## src/rtp_pkg.sv

```systemverilog
package rtp_pkg;

  localparam int COORD_WIDTH = 16;
  localparam int ITERATIONS  = 16;
  localparam int GUARD_BITS  = 8;
  localparam int OUT_W       = 16;
  localparam int ANGLE_W     = 32;
  localparam int ATAN_LEN    = 24;
  localparam int SHIFT_W     = $clog2(ATAN_LEN);

  // datapath: coordinate, guard bits, cordic growth and sign
  localparam int DW          = COORD_WIDTH + GUARD_BITS + 2;
  localparam int XF_W        = DW - 1;
  localparam int INV_GAIN_W  = 24;
  localparam int PROD_W      = XF_W + INV_GAIN_W;
  localparam int MAG_SHIFT   = GUARD_BITS + INV_GAIN_W;
  localparam int QUOT_W      = PROD_W + 1 - MAG_SHIFT;

  localparam logic [INV_GAIN_W-1:0] INV_GAIN   = INV_GAIN_W'(10188012);
  localparam logic [63:0]           MAG_LIMIT  = 64'd1 << (GUARD_BITS + 18);
  localparam logic [ANGLE_W-1:0]    HALF_TURN  = ANGLE_W'(32'h8000_0000);
  localparam logic [ANGLE_W-1:0]    ANGLE_RND  = ANGLE_W'(32'h0000_8000);
  localparam logic [OUT_W-1:0]      MAG_MAX    = '1;

  localparam logic [OUT_W-1:0] ANG_POS_X = OUT_W'(0);
  localparam logic [OUT_W-1:0] ANG_POS_Y = OUT_W'(16384);
  localparam logic [OUT_W-1:0] ANG_NEG_X = OUT_W'(32768);
  localparam logic [OUT_W-1:0] ANG_NEG_Y = OUT_W'(49152);

  localparam logic [ANGLE_W-1:0] ATAN_TURNS [ATAN_LEN] = '{
    32'd536870912, 32'd316933406, 32'd167458907, 32'd85004756,
    32'd42667331,  32'd21354465,  32'd10679838,  32'd5340245,
    32'd2670163,   32'd1335087,   32'd667544,    32'd333772,
    32'd166886,    32'd83443,     32'd41722,     32'd20861,
    32'd10430,     32'd5215,      32'd2608,      32'd1304,
    32'd652,       32'd326,       32'd163,       32'd81
  };

  typedef struct packed {
    logic                    spec;
    logic [OUT_W-1:0]        spec_angle;
    logic [OUT_W-1:0]        spec_mag;
    logic signed [DW-1:0]    x;
    logic signed [DW-1:0]    y;
    logic [ANGLE_W-1:0]      z;
  } cell_data_t;

endpackage

```

## src/rtp_if.sv

```systemverilog
interface rtp_in_if;
  logic                                   valid;
  logic                                   ready;
  logic signed [rtp_pkg::COORD_WIDTH-1:0] x_coord;
  logic signed [rtp_pkg::COORD_WIDTH-1:0] y_coord;

  modport source (output valid, x_coord, y_coord, input ready);
  modport sink   (input valid, x_coord, y_coord, output ready);
endinterface

interface rtp_out_if;
  logic                       valid;
  logic                       ready;
  logic [rtp_pkg::OUT_W-1:0]  angle;
  logic [rtp_pkg::OUT_W-1:0]  magnitude;

  modport source (output valid, angle, magnitude, input ready);
  modport sink   (input valid, angle, magnitude, output ready);
endinterface

```

## src/rtp_prerot.sv

```systemverilog
module rtp_prerot (
  input  logic                                   clk,
  input  logic                                   rst_n,
  input  logic                                   valid_i,
  output logic                                   ready_o,
  input  logic signed [rtp_pkg::COORD_WIDTH-1:0] x_i,
  input  logic signed [rtp_pkg::COORD_WIDTH-1:0] y_i,
  output logic                                   valid_o,
  input  logic                                   ready_i,
  output rtp_pkg::cell_data_t                    data_o
);

  logic                          valid_r;
  rtp_pkg::cell_data_t           data_r;
  rtp_pkg::cell_data_t           data_nxt;
  logic signed [rtp_pkg::DW-1:0] xe;
  logic signed [rtp_pkg::DW-1:0] ye;
  logic [rtp_pkg::COORD_WIDTH:0] abs_v;
  logic                          x_zero;
  logic                          y_zero;

  assign ready_o = !valid_r || ready_i;
  assign valid_o = valid_r;
  assign data_o  = data_r;

  assign xe     = rtp_pkg::DW'(x_i);
  assign ye     = rtp_pkg::DW'(y_i);
  assign x_zero = (x_i == '0);
  assign y_zero = (y_i == '0);

  always_comb begin
    // axis magnitude comes from the nonzero coordinate
    if (x_zero) begin
      abs_v = y_i[rtp_pkg::COORD_WIDTH-1] ? (rtp_pkg::COORD_WIDTH+1)'(-ye)
                                          : (rtp_pkg::COORD_WIDTH+1)'(ye);
    end else begin
      abs_v = x_i[rtp_pkg::COORD_WIDTH-1] ? (rtp_pkg::COORD_WIDTH+1)'(-xe)
                                          : (rtp_pkg::COORD_WIDTH+1)'(xe);
    end

    data_nxt.spec     = x_zero || y_zero;
    data_nxt.spec_mag = (64'(abs_v) > 64'(rtp_pkg::MAG_MAX)) ? rtp_pkg::MAG_MAX
                                                            : rtp_pkg::OUT_W'(abs_v);
    priority if (x_zero && !y_zero && !y_i[rtp_pkg::COORD_WIDTH-1]) begin
      data_nxt.spec_angle = rtp_pkg::ANG_POS_Y;
    end else if (x_zero && !y_zero) begin
      data_nxt.spec_angle = rtp_pkg::ANG_NEG_Y;
    end else if (y_zero && x_i[rtp_pkg::COORD_WIDTH-1]) begin
      data_nxt.spec_angle = rtp_pkg::ANG_NEG_X;
    end else begin
      data_nxt.spec_angle = rtp_pkg::ANG_POS_X;
    end

    // left half plane: turn by a half turn
    if (x_i[rtp_pkg::COORD_WIDTH-1]) begin
      data_nxt.x = (-xe) <<< rtp_pkg::GUARD_BITS;
      data_nxt.y = (-ye) <<< rtp_pkg::GUARD_BITS;
      data_nxt.z = rtp_pkg::HALF_TURN;
    end else begin
      data_nxt.x = xe <<< rtp_pkg::GUARD_BITS;
      data_nxt.y = ye <<< rtp_pkg::GUARD_BITS;
      data_nxt.z = '0;
    end
  end

  always_ff @(posedge clk) begin
    if (!rst_n) begin
      valid_r <= 1'b0;
    end else if (ready_o) begin
      valid_r <= valid_i;
    end
  end

  always_ff @(posedge clk) begin
    if (ready_o && valid_i) begin
      data_r <= data_nxt;
    end
  end

endmodule

```

## src/rtp_cell.sv

```systemverilog
module rtp_cell (
  input  logic                              clk,
  input  logic                              rst_n,
  input  logic [rtp_pkg::SHIFT_W-1:0]       shift_i,
  input  logic [rtp_pkg::ANGLE_W-1:0]       atan_i,
  input  logic                              valid_i,
  output logic                              ready_o,
  input  rtp_pkg::cell_data_t               data_i,
  output logic                              valid_o,
  input  logic                              ready_i,
  output rtp_pkg::cell_data_t               data_o
);

  logic                          valid_r;
  rtp_pkg::cell_data_t           data_r;
  rtp_pkg::cell_data_t           data_nxt;
  logic signed [rtp_pkg::DW-1:0] xs;
  logic signed [rtp_pkg::DW-1:0] ys;

  assign ready_o = !valid_r || ready_i;
  assign valid_o = valid_r;
  assign data_o  = data_r;

  assign xs = data_i.x >>> shift_i;
  assign ys = data_i.y >>> shift_i;

  always_comb begin
    data_nxt = data_i;
    // zero residual turns like a negative one
    if (data_i.y > 0) begin
      data_nxt.x = data_i.x + ys;
      data_nxt.y = data_i.y - xs;
      data_nxt.z = data_i.z + atan_i;
    end else begin
      data_nxt.x = data_i.x - ys;
      data_nxt.y = data_i.y + xs;
      data_nxt.z = data_i.z - atan_i;
    end
  end

  always_ff @(posedge clk) begin
    if (!rst_n) begin
      valid_r <= 1'b0;
    end else if (ready_o) begin
      valid_r <= valid_i;
    end
  end

  always_ff @(posedge clk) begin
    if (ready_o && valid_i) begin
      data_r <= data_nxt;
    end
  end

endmodule

```

## src/rtp_mag.sv

```systemverilog
module rtp_mag (
  input  logic                        clk,
  input  logic                        rst_n,
  input  logic                        valid_i,
  output logic                        ready_o,
  input  rtp_pkg::cell_data_t         data_i,
  output logic                        valid_o,
  input  logic                        ready_i,
  output logic [rtp_pkg::OUT_W-1:0]   angle_o,
  output logic [rtp_pkg::OUT_W-1:0]   magnitude_o
);

  // stage one: gain multiply
  logic                             mul_valid_r;
  logic                             mul_ready;
  logic [rtp_pkg::PROD_W-1:0]       prod_r;
  logic                             over_r;
  logic                             spec_r;
  logic [rtp_pkg::OUT_W-1:0]        spec_mag_r;
  logic [rtp_pkg::OUT_W-1:0]        mul_angle_r;
  logic [rtp_pkg::XF_W-1:0]         xf;
  logic [rtp_pkg::ANGLE_W-1:0]      z_rnd;

  // stage two: round, saturate, output register
  logic                             out_valid_r;
  logic [rtp_pkg::OUT_W-1:0]        angle_r;
  logic [rtp_pkg::OUT_W-1:0]        mag_r;
  logic [rtp_pkg::OUT_W-1:0]        mag_nxt;
  logic [rtp_pkg::PROD_W:0]         rnd_sum;
  logic [rtp_pkg::QUOT_W-1:0]       quot;

  assign mul_ready = !out_valid_r || ready_i;
  assign ready_o   = !mul_valid_r || mul_ready;

  assign xf    = data_i.x[rtp_pkg::DW-1] ? '0 : data_i.x[rtp_pkg::XF_W-1:0];
  assign z_rnd = data_i.z + rtp_pkg::ANGLE_RND;

  always_ff @(posedge clk) begin
    if (!rst_n) begin
      mul_valid_r <= 1'b0;
    end else if (ready_o) begin
      mul_valid_r <= valid_i;
    end
  end

  always_ff @(posedge clk) begin
    if (ready_o && valid_i) begin
      prod_r      <= rtp_pkg::PROD_W'(xf) * rtp_pkg::PROD_W'(rtp_pkg::INV_GAIN);
      over_r      <= 64'(xf) > rtp_pkg::MAG_LIMIT;
      spec_r      <= data_i.spec;
      spec_mag_r  <= data_i.spec_mag;
      mul_angle_r <= data_i.spec ? data_i.spec_angle
                                 : z_rnd[rtp_pkg::ANGLE_W-1 -: rtp_pkg::OUT_W];
    end
  end

  assign rnd_sum = (rtp_pkg::PROD_W+1)'(prod_r)
                 + ((rtp_pkg::PROD_W+1)'(1) << (rtp_pkg::MAG_SHIFT - 1));
  assign quot    = rnd_sum[rtp_pkg::PROD_W:rtp_pkg::MAG_SHIFT];

  always_comb begin
    priority if (spec_r) begin
      mag_nxt = spec_mag_r;
    end else if (over_r || (64'(quot) > 64'(rtp_pkg::MAG_MAX))) begin
      mag_nxt = rtp_pkg::MAG_MAX;
    end else begin
      mag_nxt = rtp_pkg::OUT_W'(quot);
    end
  end

  always_ff @(posedge clk) begin
    if (!rst_n) begin
      out_valid_r <= 1'b0;
    end else if (mul_ready) begin
      out_valid_r <= mul_valid_r;
    end
  end

  always_ff @(posedge clk) begin
    if (mul_ready && mul_valid_r) begin
      angle_r <= mul_angle_r;
      mag_r   <= mag_nxt;
    end
  end

  assign valid_o     = out_valid_r;
  assign angle_o     = angle_r;
  assign magnitude_o = mag_r;

endmodule

```

## src/rectangular_to_polar_core.sv

```systemverilog
// Rectangular to polar converter. Each accepted item (x_coord, y_coord) yields one item with
// the angle (65536 = one turn, range 0 to 2pi) and the gain-corrected, rounded magnitude.
// Points on an axis and the origin are answered exactly. A new item is taken every clock while
// the output is not stalled. The pipeline has one input stage for the axis cases and the
// half-turn of the left half plane, one cell per CORDIC micro-rotation, one gain multiply
// stage and one output register. Every stage holds its item under backpressure and empty
// stages fill up, so throughput follows the downstream ready.
module rectangular_to_polar_core (
  input  logic      clk,
  input  logic      rst_n,
  rtp_in_if.sink    in_item,
  rtp_out_if.source out_item
);

  logic                 cell_valid [rtp_pkg::ITERATIONS+1];
  logic                 cell_ready [rtp_pkg::ITERATIONS+1];
  rtp_pkg::cell_data_t  cell_data  [rtp_pkg::ITERATIONS+1];

  rtp_prerot u_prerot (
    .clk     (clk),
    .rst_n   (rst_n),
    .valid_i (in_item.valid),
    .ready_o (in_item.ready),
    .x_i     (in_item.x_coord),
    .y_i     (in_item.y_coord),
    .valid_o (cell_valid[0]),
    .ready_i (cell_ready[0]),
    .data_o  (cell_data[0])
  );

  for (genvar i = 0; i < rtp_pkg::ITERATIONS; i++) begin : g_cell
    rtp_cell u_cell (
      .clk     (clk),
      .rst_n   (rst_n),
      .shift_i (rtp_pkg::SHIFT_W'(i)),
      .atan_i  (rtp_pkg::ATAN_TURNS[i]),
      .valid_i (cell_valid[i]),
      .ready_o (cell_ready[i]),
      .data_i  (cell_data[i]),
      .valid_o (cell_valid[i+1]),
      .ready_i (cell_ready[i+1]),
      .data_o  (cell_data[i+1])
    );
  end

  rtp_mag u_mag (
    .clk         (clk),
    .rst_n       (rst_n),
    .valid_i     (cell_valid[rtp_pkg::ITERATIONS]),
    .ready_o     (cell_ready[rtp_pkg::ITERATIONS]),
    .data_i      (cell_data[rtp_pkg::ITERATIONS]),
    .valid_o     (out_item.valid),
    .ready_i     (out_item.ready),
    .angle_o     (out_item.angle),
    .magnitude_o (out_item.magnitude)
  );

`ifndef ASSERT_OFF
  localparam int STAGES = rtp_pkg::ITERATIONS + 3;
  localparam int CNT_W  = $clog2(STAGES + 1);

  logic [CNT_W-1:0] inflight_r;
  logic             in_acc;
  logic             out_acc;

  assign in_acc  = in_item.valid && in_item.ready;
  assign out_acc = out_item.valid && out_item.ready;

  always_ff @(posedge clk) begin
    if (!rst_n) begin
      inflight_r <= '0;
    end else if (in_acc && !out_acc) begin
      inflight_r <= inflight_r + CNT_W'(1);
    end else if (out_acc && !in_acc) begin
      inflight_r <= inflight_r - CNT_W'(1);
    end
  end

  a_reset_clears_out: assert property (@(posedge clk)
    !rst_n |=> !out_item.valid)
    else $error("result valid after reset");

  a_no_invented_item: assert property (@(posedge clk) disable iff (!rst_n)
    out_item.valid |-> (inflight_r != '0))
    else $error("result without an item in flight");

  a_occupancy_bound: assert property (@(posedge clk) disable iff (!rst_n)
    inflight_r <= CNT_W'(STAGES))
    else $error("more items in flight than stages");

  a_empty_out_takes_in: assert property (@(posedge clk) disable iff (!rst_n)
    !out_item.valid |-> in_item.ready)
    else $error("input stalled while output is empty");

  a_mag_range: assert property (@(posedge clk) disable iff (!rst_n)
    out_item.valid |-> (out_item.magnitude <= rtp_pkg::OUT_W'(46341)))
    else $error("magnitude out of range");
`endif

endmodule
```

## src/flat_wrapper.sv

```systemverilog
// flat-port wrapper written by rule: the top's interface ports become plain ports
module rectangular_to_polar_core_flat 
  (clk, rst_n, in_item_valid, in_item_x_coord, in_item_y_coord, in_item_ready, out_item_valid, out_item_angle, out_item_magnitude, out_item_ready);
  rtp_in_if in_item_i ();
  rtp_out_if out_item_i ();
  input  logic clk;
  input  logic rst_n;
  input wire logic [$bits(in_item_i.valid)-1:0] in_item_valid;
  input wire logic [$bits(in_item_i.x_coord)-1:0] in_item_x_coord;
  input wire logic [$bits(in_item_i.y_coord)-1:0] in_item_y_coord;
  output wire logic [$bits(in_item_i.ready)-1:0] in_item_ready;
  output wire logic [$bits(out_item_i.valid)-1:0] out_item_valid;
  output wire logic [$bits(out_item_i.angle)-1:0] out_item_angle;
  output wire logic [$bits(out_item_i.magnitude)-1:0] out_item_magnitude;
  input wire logic [$bits(out_item_i.ready)-1:0] out_item_ready;
  assign in_item_i.valid = in_item_valid;
  assign in_item_i.x_coord = in_item_x_coord;
  assign in_item_i.y_coord = in_item_y_coord;
  assign in_item_ready = in_item_i.ready;
  assign out_item_valid = out_item_i.valid;
  assign out_item_angle = out_item_i.angle;
  assign out_item_magnitude = out_item_i.magnitude;
  assign out_item_i.ready = out_item_ready;
  rectangular_to_polar_core u_core (.clk(clk), .rst_n(rst_n), .in_item(in_item_i), .out_item(out_item_i));
endmodule
```

## config.mk

```make
export PLATFORM = sky130hd
export DESIGN_NAME = rectangular_to_polar_core_flat
export DESIGN_NICKNAME = d
export VERILOG_FILES = /design/src/rtp_pkg.sv /design/src/rtp_if.sv /design/src/rtp_prerot.sv /design/src/rtp_cell.sv /design/src/rtp_mag.sv /design/src/rectangular_to_polar_core.sv /design/src/flat_wrapper.sv
export SDC_FILE = /design/constraint.sdc
export NUM_CORES = 2
export LEC_CHECK = 0
export BUFFER_PORTS_ARGS = -buffer_cell sky130_fd_sc_hd__buf_2
export CAP_MARGIN = 20
export CORE_MARGIN = 4
export CORE_UTILIZATION = 35
export DETAILED_ROUTE_END_ITERATION = 10
export GPL_ROUTABILITY_DRIVEN = 0
export GPL_TIMING_DRIVEN = 0
export REMOVE_ABC_BUFFERS = 1
export SETUP_SLACK_MARGIN = 0.2
export SYNTH_ARGS = -nofsm -noshare
export SYNTH_HDL_FRONTEND = slang
export SYNTH_SLANG_ARGS = --single-unit
```

## constraint.sdc

```tcl
create_clock -name clk -period 25.4 [get_ports clk]
set_clock_uncertainty 0.05 [all_clocks]
set_input_delay 2.54 -clock clk [delete_from_list [all_inputs] [get_ports clk]]
set_output_delay 2.54 -clock clk [all_outputs]
set_load 0.02 [all_outputs]
```

==> results.md <==
- Outcome: completed
- Finished Layout Cells: 16800
- Top cell type by total area after synthesis: edfxtp_1
- Starting Density: 35.2%
- Total track usage: 15.1%
- Final hold viol count: 0
- Post-CTS setup buffers: 0
- Number of synthesized flops with an enable pin: 1626
- Vias in the first global route: 82700
- Worst slew pin tran: 1160 ps
- Peak supply drop: 0.0551 mV
- Setup Crit Path Kind: register to register
- I/O pin cnt: 70
- Top cells by count, synth: 1626 x edfxtp_1, 1382 x ha_1, 1066 x xnor2_1
- Yosys reg bits: 1645
- Final setup margin: 16400 ps
- Worst EP required: 25910 ps
- Post-CTS sizing: 0
- Die Span X: 602 µm
- Die Height: 602 µm
- Root Driver: clkbuf_16
- Antenna violations before repair: 5
- Fin util: 38.9%
- Worst-skew pair later-pin latency: 840 ps
- Setup violators final: 0
- Post-detailed-route wirelength per cell: 16.8 µm
- Synth-to-layout area growth: 10.4%
- CTS tree: built
- Post-route design area: 0.136 mm²
- CTS Buf Count: 184
- Startpoint types: register
- Core area: 0.350 mm²
- Drt first pass iters: 6
- Final WL: 282 mm
- Cells after Synth: 11900
- Share of the synthesized area in the top cell type: 39.6%
- Die area: 0.362 mm²
- HP Class: register to register
- Vias/cell: 5.11
- Synth unique cells: 87
- GR Overflow Total: 0
- Placed cells: 16400
- Drt initial violations: 5319
- Layout cells sized above 1: 4.57%
- Post-place setup slack: 16410 ps
- # DRC: 0
- Area contributors post-synth: edfxtp_1 40%, ha_1 14%, xnor2_1 7.6%, fa_1 4.4%, a21oi_1 4.0%
- Synthesized area: 0.123 mm²
- Hpwl dp: 224 mm
- Clock Path Buffers: 4
- Hold Worst Slack: 360 ps
- Fmax: 0.111 GHz
- Antenna-violating nets left: 0
- RSZ-0062 raised after global routing: false
- Period Utilization, post-route: 35.4%
- Final worst path period need: 9000 ps
- Largest net degree at the start of global routing: 75
- Final Total Pwr: 6.13 mW
- PwrDens: 45.0 mW/mm²
- Clk sinks: 1645
- DR vias: 85800
- Leak pwr: 54.9 nW
- Layout Nets: 13700
- Max-slew violations: 0
- First-pass GRT wire length: 449 mm
- Post-Place Cell Area: 0.130 mm²
- Worst-path fanout max: 30
- Worst Setup End Kind: register
- Slew HR: 22.1%
- Mean Syn Cell Area: 10.4 µm²
- Worst-path clk slew: 60 ps
- Ys async rst share: 0%
- Yosys warning count: 0
- H-tree levels: 4
- Top-count cell post-synth: edfxtp_1
- Setup TNS: 0 ps
- Port buffer count: 69
- WP data arrival: 9510 ps
- Hold_buf cts: 0
- Sequential share of the synthesized area: 39.9%
- Top FF cell, synth: edfxtp_1
- Max-Cap Viols: 0
- Rows: 217
[path summary, 6_finish.rpt]
kind	start	endpoint	slack, ps	depth (start not counted)
max	u_core.g_cell[15].u_cell.data_o[83]	u_core.u_mag.prod_r[43]	16400	26
min	u_core.g_cell[6].u_cell.data_o[97]	u_core.g_cell[7].u_cell.data_o[97]	360	0
max reg2reg	u_core.g_cell[15].u_cell.data_o[83]	u_core.u_mag.prod_r[43]	16400	26
min reg2reg	u_core.g_cell[6].u_cell.data_o[97]	u_core.g_cell[7].u_cell.data_o[97]	360	0
[sequential cells by signal (all words and copies together), names as in the netlist]
signal and cells:
u_core.u_prerot.data_o 56, u_core.u_prerot.valid_o 1, u_core.u_mag.mul_valid_r 1, u_core.g_cell.u_cell.data_o 1487
u_core.u_mag.spec_r 1, u_core.u_mag.spec_mag_r 16, u_core.u_mag.valid_o 1, u_core.u_mag.mul_angle_r 16
u_core.g_cell.u_cell.valid_o 16, u_core.u_mag.prod_r 18, u_core.u_mag.magnitude_o 16, u_core.u_mag.angle_o 16
[worst max-delay path: stages (launching register included)]
cell,delay [ps]
edfxtp_1,570
buf_16,250
buf_8,170
nor2b_1,860
and2_1,380
a21oi_1,90
fa_1,520
fa_1,530
inv_1,60
fa_1,500
fa_1,530
fa_1,550
inv_1,50
fa_1,530
inv_1,40
ha_1,290
a21o_1,160
a32oi_1,150
nand4_1,160
or3b_2,470
o21ai_0,520
o211ai_1,270
a21oi_1,330
o21ai_0,210
a21oi_1,260
o21bai_1,100
xor2_1,150
[cell usage in the layout, fill, tap and decap left out, types with 90 or more instances in the layout]
cell	n
nand2b_1	150
clkbuf_16	184
a21oi_1	989
a21o_1	412
edfxtp_1	1626
nor2b_1	161
and3_1	109
nor3_1	294
o21a_1	158
or3_1	106
inv_1	851
o31ai_1	118
o21bai_1	164
xor2_1	500
nand3_1	227
ha_1	1382
a211oi_1	90
fa_1	273
nor2_1	896
o21ai_0	549
nand2_1	588
xnor2_1	1066
[power by group]
group | leakage, nW | internal [mW] | total (mW) | switching [mW]
clock | 2.78 | 1.49 | 2.59 | 1.10
combinational | 37.3 | 0.212 | 0.495 | 0.282
sequential | 14.8 | 3.01 | 3.05 | 0.0348
total | 54.9 | 4.71 | 6.13 | 1.42
[logic make-up after synthesis]
family	after synthesis	synth area share, %
multiplexers	42	0.358
AO/OA/AOI/OAI	2992	15.5
adder cells (fa/ha/maj)	1655	18.4
flip-flops	1645	39.9
buffers and inverters	1041	3.17
AND/OR/NAND/NOR	2942	11.6
XOR/XNOR	1566	11.1
other	1	0.00304
[cell type report]
class                           count  area, µm²
Tap cell                         4599       5750
Fill cell                       34100     214000
Clock buffer                      216       4770
Antenna cell                        5       12.5
Inverter                          861       3230
Sequential cell                  1645      49200
Timing Repair Buffer              141       1780
Clock inverter                    108        986
Multi-Input combinational cell   9198      70500
[layer usage]
metal  up-vias  wire (µm)  track usage (%)  share of wire [%]
met3       468       9180             1.56                3.3
met4         2      11600             5.78                4.1
met2      1349     134000             25.9                 48
li1      43600          -                -                  -
met1     40300     127000             19.6                 45
met5         -         13                0             0.0046
Note: power is estimated with default switching activity, not from simulation.
